===== src/design/tcb_pkg.sv =====
// ----------------------------------------------------------------------------
// tcb_pkg: shared types and constants for the touch calibrate core
// Button codes, register indexes, hit boxes, sequencer states and the
// request/response records of the shared divider.
// ----------------------------------------------------------------------------
package tcb_pkg;

  // Default panel geometry
  localparam int SCREEN_WIDTH_DEF  = 240;
  localparam int SCREEN_HEIGHT_DEF = 320;

  // Datapath widths (cover screen sizes up to 1024)
  localparam int SMP_W      = 12;             // raw converter sample
  localparam int DIFF_W     = SMP_W + 1;      // signed raw difference
  localparam int POS_W      = 10;             // clamped screen position
  localparam int SCALE_W    = POS_W + 1;      // signed screen extent
  localparam int PROD_W     = DIFF_W + SCALE_W;
  localparam int MAG_W      = PROD_W - 2;     // product magnitude bits
  localparam int QUO_W      = MAG_W + 1;      // signed quotient
  localparam int DIV_STEPS  = MAG_W / 2;      // two quotient bits per cycle
  localparam int DIV_CNT_W  = $clog2(DIV_STEPS);

  // Button codes
  localparam logic [2:0] BUTTON_NONE   = 3'd0;
  localparam logic [2:0] BUTTON_ARM    = 3'd1;
  localparam logic [2:0] BUTTON_DEPLOY = 3'd2;
  localparam logic [2:0] BUTTON_YES    = 3'd3;
  localparam logic [2:0] BUTTON_NO     = 3'd4;

  // Register indexes
  localparam logic [2:0] REG_CAL_X_LOW   = 3'd0;
  localparam logic [2:0] REG_CAL_X_HIGH  = 3'd1;
  localparam logic [2:0] REG_CAL_Y_LOW   = 3'd2;
  localparam logic [2:0] REG_CAL_Y_HIGH  = 3'd3;
  localparam logic [2:0] REG_ORIENTATION = 3'd4;
  localparam logic [2:0] REG_DEPLOY_OK   = 3'd5;
  localparam logic [2:0] REG_CONFIRM     = 3'd6;
  localparam logic [2:0] REG_COOLDOWN    = 3'd7;

  // Hit boxes: origin and extent in screen pixels
  typedef struct packed {
    logic [POS_W-1:0] x;
    logic [POS_W-1:0] y;
    logic [POS_W-1:0] w;
    logic [POS_W-1:0] h;
  } tcb_box_t;

  localparam tcb_box_t BOX_ARM    = '{x: 10'd8,   y: 10'd230, w: 10'd108, h: 10'd44};
  localparam tcb_box_t BOX_DEPLOY = '{x: 10'd124, y: 10'd230, w: 10'd108, h: 10'd44};
  localparam tcb_box_t BOX_YES    = '{x: 10'd40,  y: 10'd175, w: 10'd70,  h: 10'd36};
  localparam tcb_box_t BOX_NO     = '{x: 10'd130, y: 10'd175, w: 10'd70,  h: 10'd36};

  // Sequencer states
  typedef enum logic [5:0] {
    ST_IDLE  = 6'b000001,
    ST_MUL   = 6'b000010,
    ST_START = 6'b000100,
    ST_WAIT  = 6'b001000,
    ST_FIN   = 6'b010000,
    ST_OUT   = 6'b100000
  } tcb_state_e;

  // Divider request and response
  typedef struct packed {
    logic                     start;
    logic signed [PROD_W-1:0] num;
    logic signed [DIFF_W-1:0] den;
  } tcb_div_req_t;

  typedef struct packed {
    logic                    done;
    logic signed [QUO_W-1:0] quo;
  } tcb_div_rsp_t;

  // Point inside a half-open box
  function automatic logic in_box(tcb_box_t b, logic [POS_W-1:0] px,
                                  logic [POS_W-1:0] py);
    logic [POS_W:0] x_end;
    logic [POS_W:0] y_end;
    x_end = {1'b0, b.x} + {1'b0, b.w};
    y_end = {1'b0, b.y} + {1'b0, b.h};
    return (px >= b.x) && ({1'b0, px} < x_end) &&
           (py >= b.y) && ({1'b0, py} < y_end);
  endfunction

  // Clamp a signed mapped value to 0..max
  function automatic logic [POS_W-1:0] clamp_axis(logic signed [PROD_W-1:0] v,
                                                  logic [POS_W-1:0] max);
    logic signed [PROD_W-1:0] max_s;
    max_s = $signed({{(PROD_W-POS_W){1'b0}}, max});
    if (v < 0) begin
      return '0;
    end else if (v > max_s) begin
      return max;
    end
    return v[POS_W-1:0];
  endfunction

endpackage


===== src/design/tcb_div.sv =====
// ----------------------------------------------------------------------------
// tcb_div: shared iterative signed divider
// Restoring division on magnitudes, two quotient bits per cycle; the
// quotient truncates toward zero. One request at a time.
// ----------------------------------------------------------------------------
module tcb_div import tcb_pkg::*; (
  input  logic         clk_i,
  input  logic         rst_ni,
  input  tcb_div_req_t req_i,
  output tcb_div_rsp_t rsp_o
);

  logic                  busy_q, busy_d;
  logic                  done_q, done_d;
  logic                  neg_q, neg_d;
  logic [DIV_CNT_W-1:0]  cnt_q, cnt_d;
  logic [SMP_W-1:0]      rem_q, rem_d;
  logic [MAG_W-1:0]      quo_q, quo_d;
  logic [SMP_W-1:0]      dmag_q, dmag_d;

  logic [PROD_W-1:0]     num_abs;
  logic [DIFF_W-1:0]     den_abs;
  logic [SMP_W-1:0]      rem_step;
  logic [MAG_W-1:0]      quo_step;

  // Magnitudes of the operands
  assign num_abs = req_i.num[PROD_W-1] ? PROD_W'(-req_i.num) : req_i.num;
  assign den_abs = req_i.den[DIFF_W-1] ? DIFF_W'(-req_i.den) : req_i.den;

  // Two restoring steps
  always_comb begin
    logic [SMP_W-1:0] r;
    logic [MAG_W-1:0] q;
    logic [SMP_W:0]   trial;
    r = rem_q;
    q = quo_q;
    for (int i = 0; i < 2; i++) begin
      trial = {r, q[MAG_W-1]};
      q     = {q[MAG_W-2:0], 1'b0};
      if (trial >= {1'b0, dmag_q}) begin
        trial = trial - {1'b0, dmag_q};
        q[0]  = 1'b1;
      end
      r = trial[SMP_W-1:0];
    end
    rem_step = r;
    quo_step = q;
  end

  // Load on start, then iterate
  always_comb begin
    busy_d = busy_q;
    done_d = 1'b0;
    neg_d  = neg_q;
    cnt_d  = cnt_q;
    rem_d  = rem_q;
    quo_d  = quo_q;
    dmag_d = dmag_q;
    if (req_i.start) begin
      busy_d = 1'b1;
      cnt_d  = '0;
      rem_d  = '0;
      quo_d  = num_abs[MAG_W-1:0];
      dmag_d = den_abs[SMP_W-1:0];
      neg_d  = req_i.num[PROD_W-1] ^ req_i.den[DIFF_W-1];
    end else if (busy_q) begin
      rem_d = rem_step;
      quo_d = quo_step;
      cnt_d = cnt_q + 1'b1;
      if (cnt_q == DIV_CNT_W'(DIV_STEPS - 1)) begin
        busy_d = 1'b0;
        done_d = 1'b1;
      end
    end
  end

  always_ff @(posedge clk_i or negedge rst_ni) begin
    if (!rst_ni) begin
      busy_q <= 1'b0;
      done_q <= 1'b0;
      cnt_q  <= '0;
    end else begin
      busy_q <= busy_d;
      done_q <= done_d;
      cnt_q  <= cnt_d;
    end
  end

  always_ff @(posedge clk_i) begin
    neg_q  <= neg_d;
    rem_q  <= rem_d;
    quo_q  <= quo_d;
    dmag_q <= dmag_d;
  end

  // Apply the sign
  assign rsp_o.done = done_q;
  assign rsp_o.quo  = neg_q ? -$signed({1'b0, quo_q}) : $signed({1'b0, quo_q});

endmodule


===== src/design/tcb_hit.sv =====
// ----------------------------------------------------------------------------
// tcb_hit: button hit test
// Tests the Yes and No boxes in confirm mode, otherwise Arm and, when deploy is enabled, Deploy.
// ----------------------------------------------------------------------------
module tcb_hit import tcb_pkg::*; (
  input  logic [POS_W-1:0] px_i,
  input  logic [POS_W-1:0] py_i,
  input  logic             confirm_i,
  input  logic             deploy_ok_i,
  output logic [2:0]       button_o
);

  always_comb begin
    button_o = BUTTON_NONE;
    if (confirm_i) begin
      if (in_box(BOX_YES, px_i, py_i)) begin
        button_o = BUTTON_YES;
      end else if (in_box(BOX_NO, px_i, py_i)) begin
        button_o = BUTTON_NO;
      end
    end else begin
      if (in_box(BOX_ARM, px_i, py_i)) begin
        button_o = BUTTON_ARM;
      end else if (deploy_ok_i && in_box(BOX_DEPLOY, px_i, py_i)) begin
        button_o = BUTTON_DEPLOY;
      end
    end
  end

endmodule


===== src/design/touch_calibrate_and_button_hit_core.sv =====
// ----------------------------------------------------------------------------
// touch_calibrate_and_button_hit_core: touch poll calibration and hit test
// Averages four X and four Y samples, maps them to screen coordinates and
// reports button presses under a millisecond cooldown.
// ----------------------------------------------------------------------------
// A pen-down poll runs ST_MUL, ST_START and ST_WAIT once per axis, then ST_FIN
// and ST_OUT, before the core is ready again: one shared multiplier and one
// shared two-bit-per-cycle divider serve both axes. A pen-up poll goes from
// ST_IDLE straight to ST_OUT. The result sits in an output register, so the
// next poll is taken while it waits; a result that is not taken holds the core
// in its final state until the output frees up.
module touch_calibrate_and_button_hit_core import tcb_pkg::*; #(
  parameter int SCREEN_WIDTH  = SCREEN_WIDTH_DEF,
  parameter int SCREEN_HEIGHT = SCREEN_HEIGHT_DEF
) (
  input  logic         clk_i,
  input  logic         rst_ni,
  // Configuration writes
  input  logic         cfg_we_i,
  input  logic [2:0]   cfg_idx_i,
  input  logic [15:0]  cfg_wdata_i,
  // Poll input
  input  logic         s_axis_tvalid,
  output logic         s_axis_tready,
  // pen_down[0], now_ms[32:1], x_sample_a..d[80:33], y_sample_a..d[128:81]
  input  logic [135:0] s_axis_tdata,
  // Result output
  output logic         m_axis_tvalid,
  input  logic         m_axis_tready,
  // button[2:0], touched[3], screen_x[12:4], screen_y[22:13],
  // raw_x[35:23], raw_y[48:36]
  output logic [55:0]  m_axis_tdata
);

  localparam logic [POS_W-1:0] XMax = POS_W'(SCREEN_WIDTH - 1);
  localparam logic [POS_W-1:0] YMax = POS_W'(SCREEN_HEIGHT - 1);

  // Configuration registers
  logic [SMP_W-1:0] cal_x_low_q, cal_x_high_q, cal_y_low_q, cal_y_high_q;
  logic [2:0]       orient_q;
  logic             deploy_ok_q, confirm_q;
  logic [15:0]      cooldown_q;

  always_ff @(posedge clk_i or negedge rst_ni) begin
    if (!rst_ni) begin
      cal_x_low_q  <= '0;
      cal_x_high_q <= '1;
      cal_y_low_q  <= '0;
      cal_y_high_q <= '1;
      orient_q     <= '0;
      deploy_ok_q  <= 1'b0;
      confirm_q    <= 1'b0;
      cooldown_q   <= 16'd300;
    end else if (cfg_we_i) begin
      unique case (cfg_idx_i)
        REG_CAL_X_LOW:   cal_x_low_q  <= cfg_wdata_i[SMP_W-1:0];
        REG_CAL_X_HIGH:  cal_x_high_q <= cfg_wdata_i[SMP_W-1:0];
        REG_CAL_Y_LOW:   cal_y_low_q  <= cfg_wdata_i[SMP_W-1:0];
        REG_CAL_Y_HIGH:  cal_y_high_q <= cfg_wdata_i[SMP_W-1:0];
        REG_ORIENTATION: orient_q     <= cfg_wdata_i[2:0];
        REG_DEPLOY_OK:   deploy_ok_q  <= cfg_wdata_i[0];
        REG_CONFIRM:     confirm_q    <= cfg_wdata_i[0];
        REG_COOLDOWN:    cooldown_q   <= cfg_wdata_i;
        default: ;
      endcase
    end
  end

  // Input unpacking and averaging
  logic              in_pen;
  logic [31:0]       in_now;
  logic [SMP_W+1:0]  x_sum, y_sum;
  logic              in_beat;

  assign in_pen  = s_axis_tdata[0];
  assign in_now  = s_axis_tdata[32:1];
  assign x_sum   = 14'(s_axis_tdata[44:33]) + 14'(s_axis_tdata[56:45]) +
                   14'(s_axis_tdata[68:57]) + 14'(s_axis_tdata[80:69]);
  assign y_sum   = 14'(s_axis_tdata[92:81]) + 14'(s_axis_tdata[104:93]) +
                   14'(s_axis_tdata[116:105]) + 14'(s_axis_tdata[128:117]);
  assign in_beat = s_axis_tvalid && s_axis_tready;

  // Sequencer and datapath registers
  tcb_state_e               state_q, state_d;
  logic                     axis_y_q, axis_y_d;
  logic                     pen_q;
  logic [31:0]              now_q;
  logic [SMP_W-1:0]         rx_q, ry_q;
  logic signed [PROD_W-1:0] prod_q;
  logic signed [DIFF_W-1:0] den_q;
  logic signed [QUO_W-1:0]  qx_q, qy_q;
  logic [POS_W-1:0]         sx_q, sy_q;
  logic                     cool_ok_q;

  // State
  logic [31:0]              last_evt_q;
  logic [8:0]               held_sx_q;
  logic [9:0]               held_sy_q;
  logic [12:0]              held_rx_q, held_ry_q;

  // Output register
  logic                     out_valid_q;
  logic [55:0]              out_data_q;
  logic                     out_load;

  tcb_div_req_t div_req;
  tcb_div_rsp_t div_rsp;
  logic [2:0]   hit_button;

  // Operand selection for the current axis
  logic                     swap;
  logic [SMP_W-1:0]         mv, lo, hi;
  logic signed [DIFF_W-1:0] diff, den;
  logic signed [SCALE_W-1:0] scale;
  logic signed [PROD_W-1:0] prod_d;
  logic signed [QUO_W-1:0]  quo_sel;

  assign swap  = orient_q[0];
  assign mv    = (axis_y_q ^ swap) ? ry_q : rx_q;
  assign lo    = axis_y_q ? cal_y_low_q  : cal_x_low_q;
  assign hi    = axis_y_q ? cal_y_high_q : cal_x_high_q;
  assign diff  = $signed({1'b0, mv}) - $signed({1'b0, lo});
  assign den   = $signed({1'b0, hi}) - $signed({1'b0, lo});
  assign scale = $signed({1'b0, axis_y_q ? YMax : XMax});
  assign prod_d = PROD_W'(diff) * PROD_W'(scale);
  assign quo_sel = (den_q == '0) ? '0 : div_rsp.quo;

  // Inversion and clamp
  logic signed [PROD_W-1:0] tx, ty;
  assign tx = orient_q[1] ? ($signed({{(PROD_W-POS_W){1'b0}}, XMax}) - PROD_W'(qx_q))
                          : PROD_W'(qx_q);
  assign ty = orient_q[2] ? ($signed({{(PROD_W-POS_W){1'b0}}, YMax}) - PROD_W'(qy_q))
                          : PROD_W'(qy_q);

  assign div_req.start = (state_q == ST_START);
  assign div_req.num   = prod_q;
  assign div_req.den   = den_q;

  tcb_div u_div (
    .clk_i  (clk_i),
    .rst_ni (rst_ni),
    .req_i  (div_req),
    .rsp_o  (div_rsp)
  );

  tcb_hit u_hit (
    .px_i        (sx_q),
    .py_i        (sy_q),
    .confirm_i   (confirm_q),
    .deploy_ok_i (deploy_ok_q),
    .button_o    (hit_button)
  );

  assign out_load = (state_q == ST_OUT) && (!out_valid_q || m_axis_tready);

  // Next state
  always_comb begin
    state_d  = state_q;
    axis_y_d = axis_y_q;
    unique case (state_q)
      ST_IDLE: begin
        axis_y_d = 1'b0;
        if (in_beat) begin
          state_d = in_pen ? ST_MUL : ST_OUT;
        end
      end
      ST_MUL:   state_d = ST_START;
      ST_START: state_d = ST_WAIT;
      ST_WAIT: begin
        if (div_rsp.done) begin
          axis_y_d = 1'b1;
          state_d  = axis_y_q ? ST_FIN : ST_MUL;
        end
      end
      ST_FIN:   state_d = ST_OUT;
      ST_OUT: begin
        if (out_load) begin
          state_d = ST_IDLE;
        end
      end
      default:  state_d = ST_IDLE;
    endcase
  end

  always_ff @(posedge clk_i or negedge rst_ni) begin
    if (!rst_ni) begin
      state_q     <= ST_IDLE;
      axis_y_q    <= 1'b0;
      out_valid_q <= 1'b0;
      last_evt_q  <= '0;
      held_sx_q   <= '1;
      held_sy_q   <= '1;
      held_rx_q   <= '1;
      held_ry_q   <= '1;
    end else begin
      state_q  <= state_d;
      axis_y_q <= axis_y_d;
      if (out_load) begin
        out_valid_q <= 1'b1;
      end else if (m_axis_tready) begin
        out_valid_q <= 1'b0;
      end
      // Commit the held positions, and the event time when the cooldown has passed
      if (out_load && pen_q) begin
        held_sx_q <= sx_q[8:0];
        held_sy_q <= sy_q;
        held_rx_q <= {1'b0, rx_q};
        held_ry_q <= {1'b0, ry_q};
        if (cool_ok_q) begin
          last_evt_q <= now_q;
        end
      end
    end
  end

  // Datapath registers
  always_ff @(posedge clk_i) begin
    if (in_beat) begin
      pen_q <= in_pen;
      now_q <= in_now;
      rx_q  <= x_sum[SMP_W+1:2];
      ry_q  <= y_sum[SMP_W+1:2];
    end
    if (state_q == ST_MUL) begin
      prod_q <= prod_d;
      den_q  <= den;
    end
    if (state_q == ST_WAIT && div_rsp.done) begin
      if (axis_y_q) begin
        qy_q <= quo_sel;
      end else begin
        qx_q <= quo_sel;
      end
    end
    if (state_q == ST_FIN) begin
      sx_q      <= clamp_axis(tx, XMax);
      sy_q      <= clamp_axis(ty, YMax);
      cool_ok_q <= (now_q - last_evt_q) >= {16'b0, cooldown_q};
    end
    if (out_load) begin
      out_data_q[2:0]   <= (pen_q && cool_ok_q) ? hit_button : BUTTON_NONE;
      out_data_q[3]     <= pen_q;
      out_data_q[12:4]  <= pen_q ? sx_q[8:0] : held_sx_q;
      out_data_q[22:13] <= pen_q ? sy_q : held_sy_q;
      out_data_q[35:23] <= pen_q ? {1'b0, rx_q} : held_rx_q;
      out_data_q[48:36] <= pen_q ? {1'b0, ry_q} : held_ry_q;
      out_data_q[55:49] <= '0;
    end
  end

  assign s_axis_tready = (state_q == ST_IDLE);
  assign m_axis_tvalid = out_valid_q;
  assign m_axis_tdata  = out_data_q;

endmodule


===== config.mk =====
export PLATFORM = sky130hd
export DESIGN_NAME = touch_calibrate_and_button_hit_core
export DESIGN_NICKNAME = d
export VERILOG_FILES = /design/src/design/tcb_pkg.sv /design/src/design/tcb_div.sv /design/src/design/tcb_hit.sv /design/src/design/touch_calibrate_and_button_hit_core.sv
export SDC_FILE = /design/constraint.sdc
export NUM_CORES = 1
export LEC_CHECK = 0
export BUFFER_PORTS_ARGS = -buffer_cell sky130_fd_sc_hd__buf_2
export CAP_MARGIN = 5
export CORE_AREA = 2 2 305 307
export CTS_BUF_LIST = sky130_fd_sc_hd__clkbuf_16
export CTS_CLUSTER_SIZE = 30
export DETAILED_ROUTE_END_ITERATION = 12
export DIE_AREA = 0 0 307 309
export PLACE_DENSITY = 0.49
export SYNTH_ARGS = -nofsm -noshare
export SYNTH_HDL_FRONTEND = slang
export SYNTH_SLANG_ARGS = --single-unit

===== constraint.sdc =====
create_clock -name clk_i -period 11.7 [get_ports clk_i]
set_input_delay 1.755 -clock clk_i [delete_from_list [all_inputs] [get_ports clk_i]]
set_output_delay 1.755 -clock clk_i [all_outputs]
set_load 0.03 [all_outputs]

* After elaboration in Yosys (flattened, before gate mapping)
Index checks and enable logic that the tools add are counted.
** Word-level totals
- Output and inout port bits :: 58
- Bits in registers :: 416
- Logic and storage cells :: 187
- Bits of input ports :: 160
** Cells by class
- Reductions and logical operators :: 38
- Bitwise operators :: 3
- Equality and inequality tests :: 17
- Multipliers :: 1
- Add/subtract/negate cells :: 17
- Magnitude comparators :: 19
- Muxes and demuxes :: 55
** Operator list (count)
- $mux W12 :: 8
- $mux W10 :: 7
- $mux W22 :: 3
- $lt A24 B1 Y1 const B :: 2
- $mux W24 :: 2
- $mux W23 :: 2
- $pmux W6 S6 :: 1
- $ge A32 B16 Y1 :: 1
- $sub A32 B32 Y32 :: 1
- $ge A10 B8 Y1 const B :: 3
- $lt A10 B8 Y1 const B :: 3
- $add A13 B12 Y14 :: 2
- $add A14 B12 Y14 :: 2
- $add A12 B12 Y13 :: 2
- $ge A13 B12 Y1 :: 2
- $sub A12 B12 Y13 :: 2
- $gt A24 B10 Y1 const B :: 1
- $gt A24 B9 Y1 const B :: 1
- $mux W6 :: 4
- $reduce_and A2 Y1 :: 12
- $sub A10 B23 Y24 const A :: 1
- $sub A12 B12 Y12 :: 2
- $sub A9 B23 Y24 const A :: 1
- $mul A13 B10 Y23 :: 1
- 37 further kinds :: 84

* Longest topological paths before layout
- Depth after elaboration :: 8
- Gate-level depth with buffers :: 32
- Mapped depth without buffers :: 30

* Modules after synthesis
Synthesis repeated with hierarchy kept, for this count alone.
** Unflattened totals
- Cells, all modules :: 2464
- Area, all modules :: 27579.0 um2
** By module, submodules not included
- touch_calibrate_and_button_hit_core :: cells an instance 1932, sequential area each 10166.0 um2, times used 1, area an instance 22880.7 um2
- tcb_div :: cells an instance 494, sequential area each 1441.4 um2, times used 1, area an instance 4456.8 um2
- tcb_hit :: cells an instance 38, sequential area each 0.0 um2, times used 1, area an instance 241.5 um2

* Worst setup path after synthesis
No wires, ideal clock.
- Path type :: register to register
- Start :: register axis_y_q
- End :: register prod_q[19] (data pin)
- Path slack :: 3.415 ns
- Library setup time :: 0.258 ns
- Cell stages (with the launch flop) :: 31
- Arrival :: 8.027 ns
- Period minus slack after synthesis :: 8.285 ns
- Buffers on the path :: 2
- Data required time :: 11.442 ns
- Path through :: dfrtp_1 > clkbuf_1 > xnor2_1 > clkbuf_1 > mux2i_1 > ha_1 > inv_1 > fa_1 > a21o_1 > a21oi_1 > o21bai_1 > a31oi_1 > o21ai_0 > nand2b_1 > a31oi_1 > fa_1 > fa_1 > fa_1 > fa_1 > inv_1 > fa_1 > inv_1 > ha_1 > nand2_1 > a21oi_1 > nor2b_1 > o31ai_1 > a21oi_1 > nor2_1 > nor2_1 > xnor2_1
** On the way
- Cells in the longest elaborated chain, start to end :: 4
- Elaborated cells on any way between the ends :: 6
- Those cells by class :: add/sub: 1; mul: 1; mux: 3; bitwise: 1
** Ends and longest elaborated chain
- start, declared :: line touch_calibrate_and_button_hit_core.sv:85 : logic axis_y_q, axis_y_d;
- start signal, assigned :: line touch_calibrate_and_button_hit_core.sv:197 : axis_y_q <= axis_y_d;
- $xor A1 B1 Y1 :: line touch_calibrate_and_button_hit_core.sv:119 : assign mv = (axis_y_q ^ swap) ? ry_q : rx_q;
- $mux W12 :: line touch_calibrate_and_button_hit_core.sv:119
- $sub A12 B12 Y13 :: line touch_calibrate_and_button_hit_core.sv:122 : assign diff = $signed({1'b0, mv}) - $signed({1'b0, lo});
- $mul A13 B10 Y23 * :: line touch_calibrate_and_button_hit_core.sv:125 : assign prod_d = PROD_W'(diff) * PROD_W'(scale);
- via prod_d[19] :: line touch_calibrate_and_button_hit_core.sv:115 : logic signed [PROD_W-1:0] prod_d;
- end signal, assigned :: line touch_calibrate_and_button_hit_core.sv:225 : prod_q <= prod_d;
- end, declared :: line touch_calibrate_and_button_hit_core.sv:89 : logic signed [PROD_W-1:0] prod_q;
Mark *: on every way through the listed nets, which the timed path passes. The rest lies on a longest branch.
A chain may end at the register's enable or synchronous reset.

* Worst setup path after layout
Same ends and word-level chain as after synthesis.

==> flow_summary.ini <==
[synth]
ys_async_sr_fraction_pct = 38.4
synth_area_um2 = 27200
ys_seq_area_share_pct = 42.7
yosysMostFrequentCell = edfxtp_1
synth_cell_types = 82
yosysWarnings = 0
synth.top_cells.by_count = edfxtp_1, inv_1, mux2_2
yosysTopAreaCellShare_pct = 26.8
synth.area.top_cells = edfxtp_1, fa_1, mux2_2
avgSynthCellArea_um2 = 11.4
synth_edf_count = 243
ys.flop_type = edfxtp_1
ys_seq_elements = 414
yosys.area.top_type = edfxtp_1
synthCells = 2379

[sta]
drv_slew = 0
setup_slack_ns = 3.01
hold_viol_final = 0
max_slew.worst_pin.slew_ns = 1.22
final.setup.tns_ns = 0
fin_crit_sh_pct = 74.2
setup_viol = 0
min_period_ns = 8.69
rsz0062_at_grt = false
clock.fmax_mhz = 115
max_slew_margin_pct = 18.6
fin_skew_ns = 0.0586

[worst_setup_path]
start_kind = register
crit_top_cell = fa_1
crit_required_ns = 12.02
max_stage_delay_ns = 0.58
timing.rr.start = axis_y_q
arrival_ns = 9.01
crit_path_end_kind = register
slowest_stage = mux2i_1
path_max_fanout = 41
worst_r2r_path_depth = 28
r2r-end = prod_q[19]
path_class = reg2reg
reg2reg_slack_ns = 3.01

[die]
die_h_um = 309
num_rows = 111
io_pins = 218
design.die.area_um2 = 94900
start_util_pct = 29.8
die_x_um = 307
core_region_area_um2 = 91400

[global_route]
first_global_vias = 19221
grt_max_degree = 68
antenna_found_initial = 5
track_usage_pct = 13.2
grt_overflow = 0
grt_pass1_wl_um = 101000

[cts]
clock_sinks = 414
clockBufferDepth = 3
root_buffer = clkbuf_16
path_clk_slew_ns = 0.06
ctsHoldBuffers = 0
clk_latency_ns = 0.62
postCtsSetupRepairBufs = 0
cts_resized = 0
cts_tree = done
cts_max_level = 2
cts_made_buffers = 51

[layout]
design_area_um2 = 31400
nNetsFinal = 3068
drive_gt1_share_pct = 24.1
syn_to_final_growth_pct = 15.3
fill_cells = 9070
fin_cells = 3835

[placed_design]
place_area_um2 = 29700
portBuffers = 203
pre_cts_slack_ns = 3.00
dp_hpwl_um = 48400
dp.cells = 3736
globalplace.congestion = 0.843

[flow_run]
drv_cap = 0

[route]
drcViolationCount = 0
dr.pass1.iters = 7
vias = 18204
drt_iter0_drc = 748
via_per_inst = 4.75
ant_nets = 0
routed_wl_um = 61700
wire_per_inst_um = 16.1

[hold_path]
hold_end = held_sx_q[5]
min-delay-start = held_sx_q[5]
holdPathStages = 2
min_path_type = reg2reg

[outcome]
outcome = completed
kinds of logic (layout without fill, tap and decap cells):
| logic type | count (synthesis) | count (layout) | share of synthesized area (%) |
|---|---|---|---|
| compound gates | 432 | 432 | 10.1 |
| fa+ha+maj | 305 | 305 | 17.8 |
| mux | 253 | 253 | 10.4 |
| simple gates | 522 | 522 | 9.68 |
| buf+inv | 286 | 536 | 4.06 |
| xor+xnor | 165 | 165 | 5.31 |
| other cells | 2 | 22 | 0.0276 |
| flops | 414 | 414 | 42.7 |
registers in the layout, indices dropped and copies added, names as in the netlist, 13 cells and up:
name and count:
last_evt_q 32, qx_q 23, prod_q 23, now_q 32, m_axis_tdata 48, cooldown_q 16
den_q 13, qy_q 23, held_rx_q 13, u_div.quo_q 22
placed cells by master (no fill, tap or decap), types with 15 or more instances in the layout:
| cell | n |
|---|---|
| a21boi_0 | 15 |
| a21oi_1 | 111 |
| nand4_1 | 24 |
| dfstp_2 | 73 |
| nand2b_1 | 28 |
| nand3_1 | 25 |
| mux2_2 | 220 |
| nor3_1 | 31 |
| buf_2 | 202 |
| o31ai_1 | 16 |
| or3_1 | 23 |
| conb_1 | 18 |
| inv_1 | 225 |
| nor2b_1 | 27 |
| clkbuf_16 | 53 |
| nor2_1 | 135 |
| o21ai_0 | 123 |
| xnor2_1 | 102 |
| a21o_1 | 42 |
| edfxtp_1 | 243 |
| buf_4 | 17 |
| mux2i_1 | 32 |
| nand2_1 | 135 |
| ha_1 | 170 |
| fa_1 | 135 |
| xor2_1 | 63 |
| dfrtp_1 | 85 |
area by class of cell:
class / count / area, µm² / share of cell area (%)
Sequential cell: 414 / 11600 / 37.0
Clock buffer: 53 / 1330 / 4.23
Timing Repair Buffer: 220 / 1150 / 3.67
Multi-Input combinational cell: 1695 / 14600 / 46.5
Antenna cell: 4 / 10.0 / 0.0319
Tap cell: 1186 / 1480 / 4.73
Clock inverter: 42 / 353 / 1.13
Inverter: 221 / 830 / 2.65
critical path, delay by kind of cell, from the launching register on:
kind,cells,cell delay [ns]
mux,1,0.58
fa+ha+maj,7,3.30
flops,1,0.36
buf+inv,4,0.89
simple gates,4,0.59
xor+xnor,2,0.54
compound gates,10,2.09
worst max-delay path by stage:
stage,from,end,cells past startpoint
2_1_floorplan,axis_y_q,prod_q[19],30
3_3_place_gp,axis_y_q,prod_q[19],28
3_5_place_dp,axis_y_q,prod_q[19],28
4_1_cts,axis_y_q,prod_q[19],28
5_1_grt,axis_y_q,prod_q[19],28
6_report,axis_y_q,prod_q[19],28
routing by layer:
metal  share of wire [%]  wire length (µm)  vias to the layer above  track usage, %
met5               0.011                 7                        -               0
met2                  49             30300                      270            23.1
li1                    -                 -                     8903               -
met1                  45             27600                     8950            16.7
met3                 3.6              2240                       79            1.96
met4                 2.5              1560                        2            4.14
per-stage QoR:
step	hold slack, ns	util [%]
detailed placement	0.477	32.5
floorplan	0.453	-
CTS	0.486	34.3
finish	0.483	34.3
global route	0.504	34.3
global placement	0.470	32.5
Power is left out: the tool's default activity adds up to more than one toggle a clock period on the data nets, which glitch-free logic cannot reach.
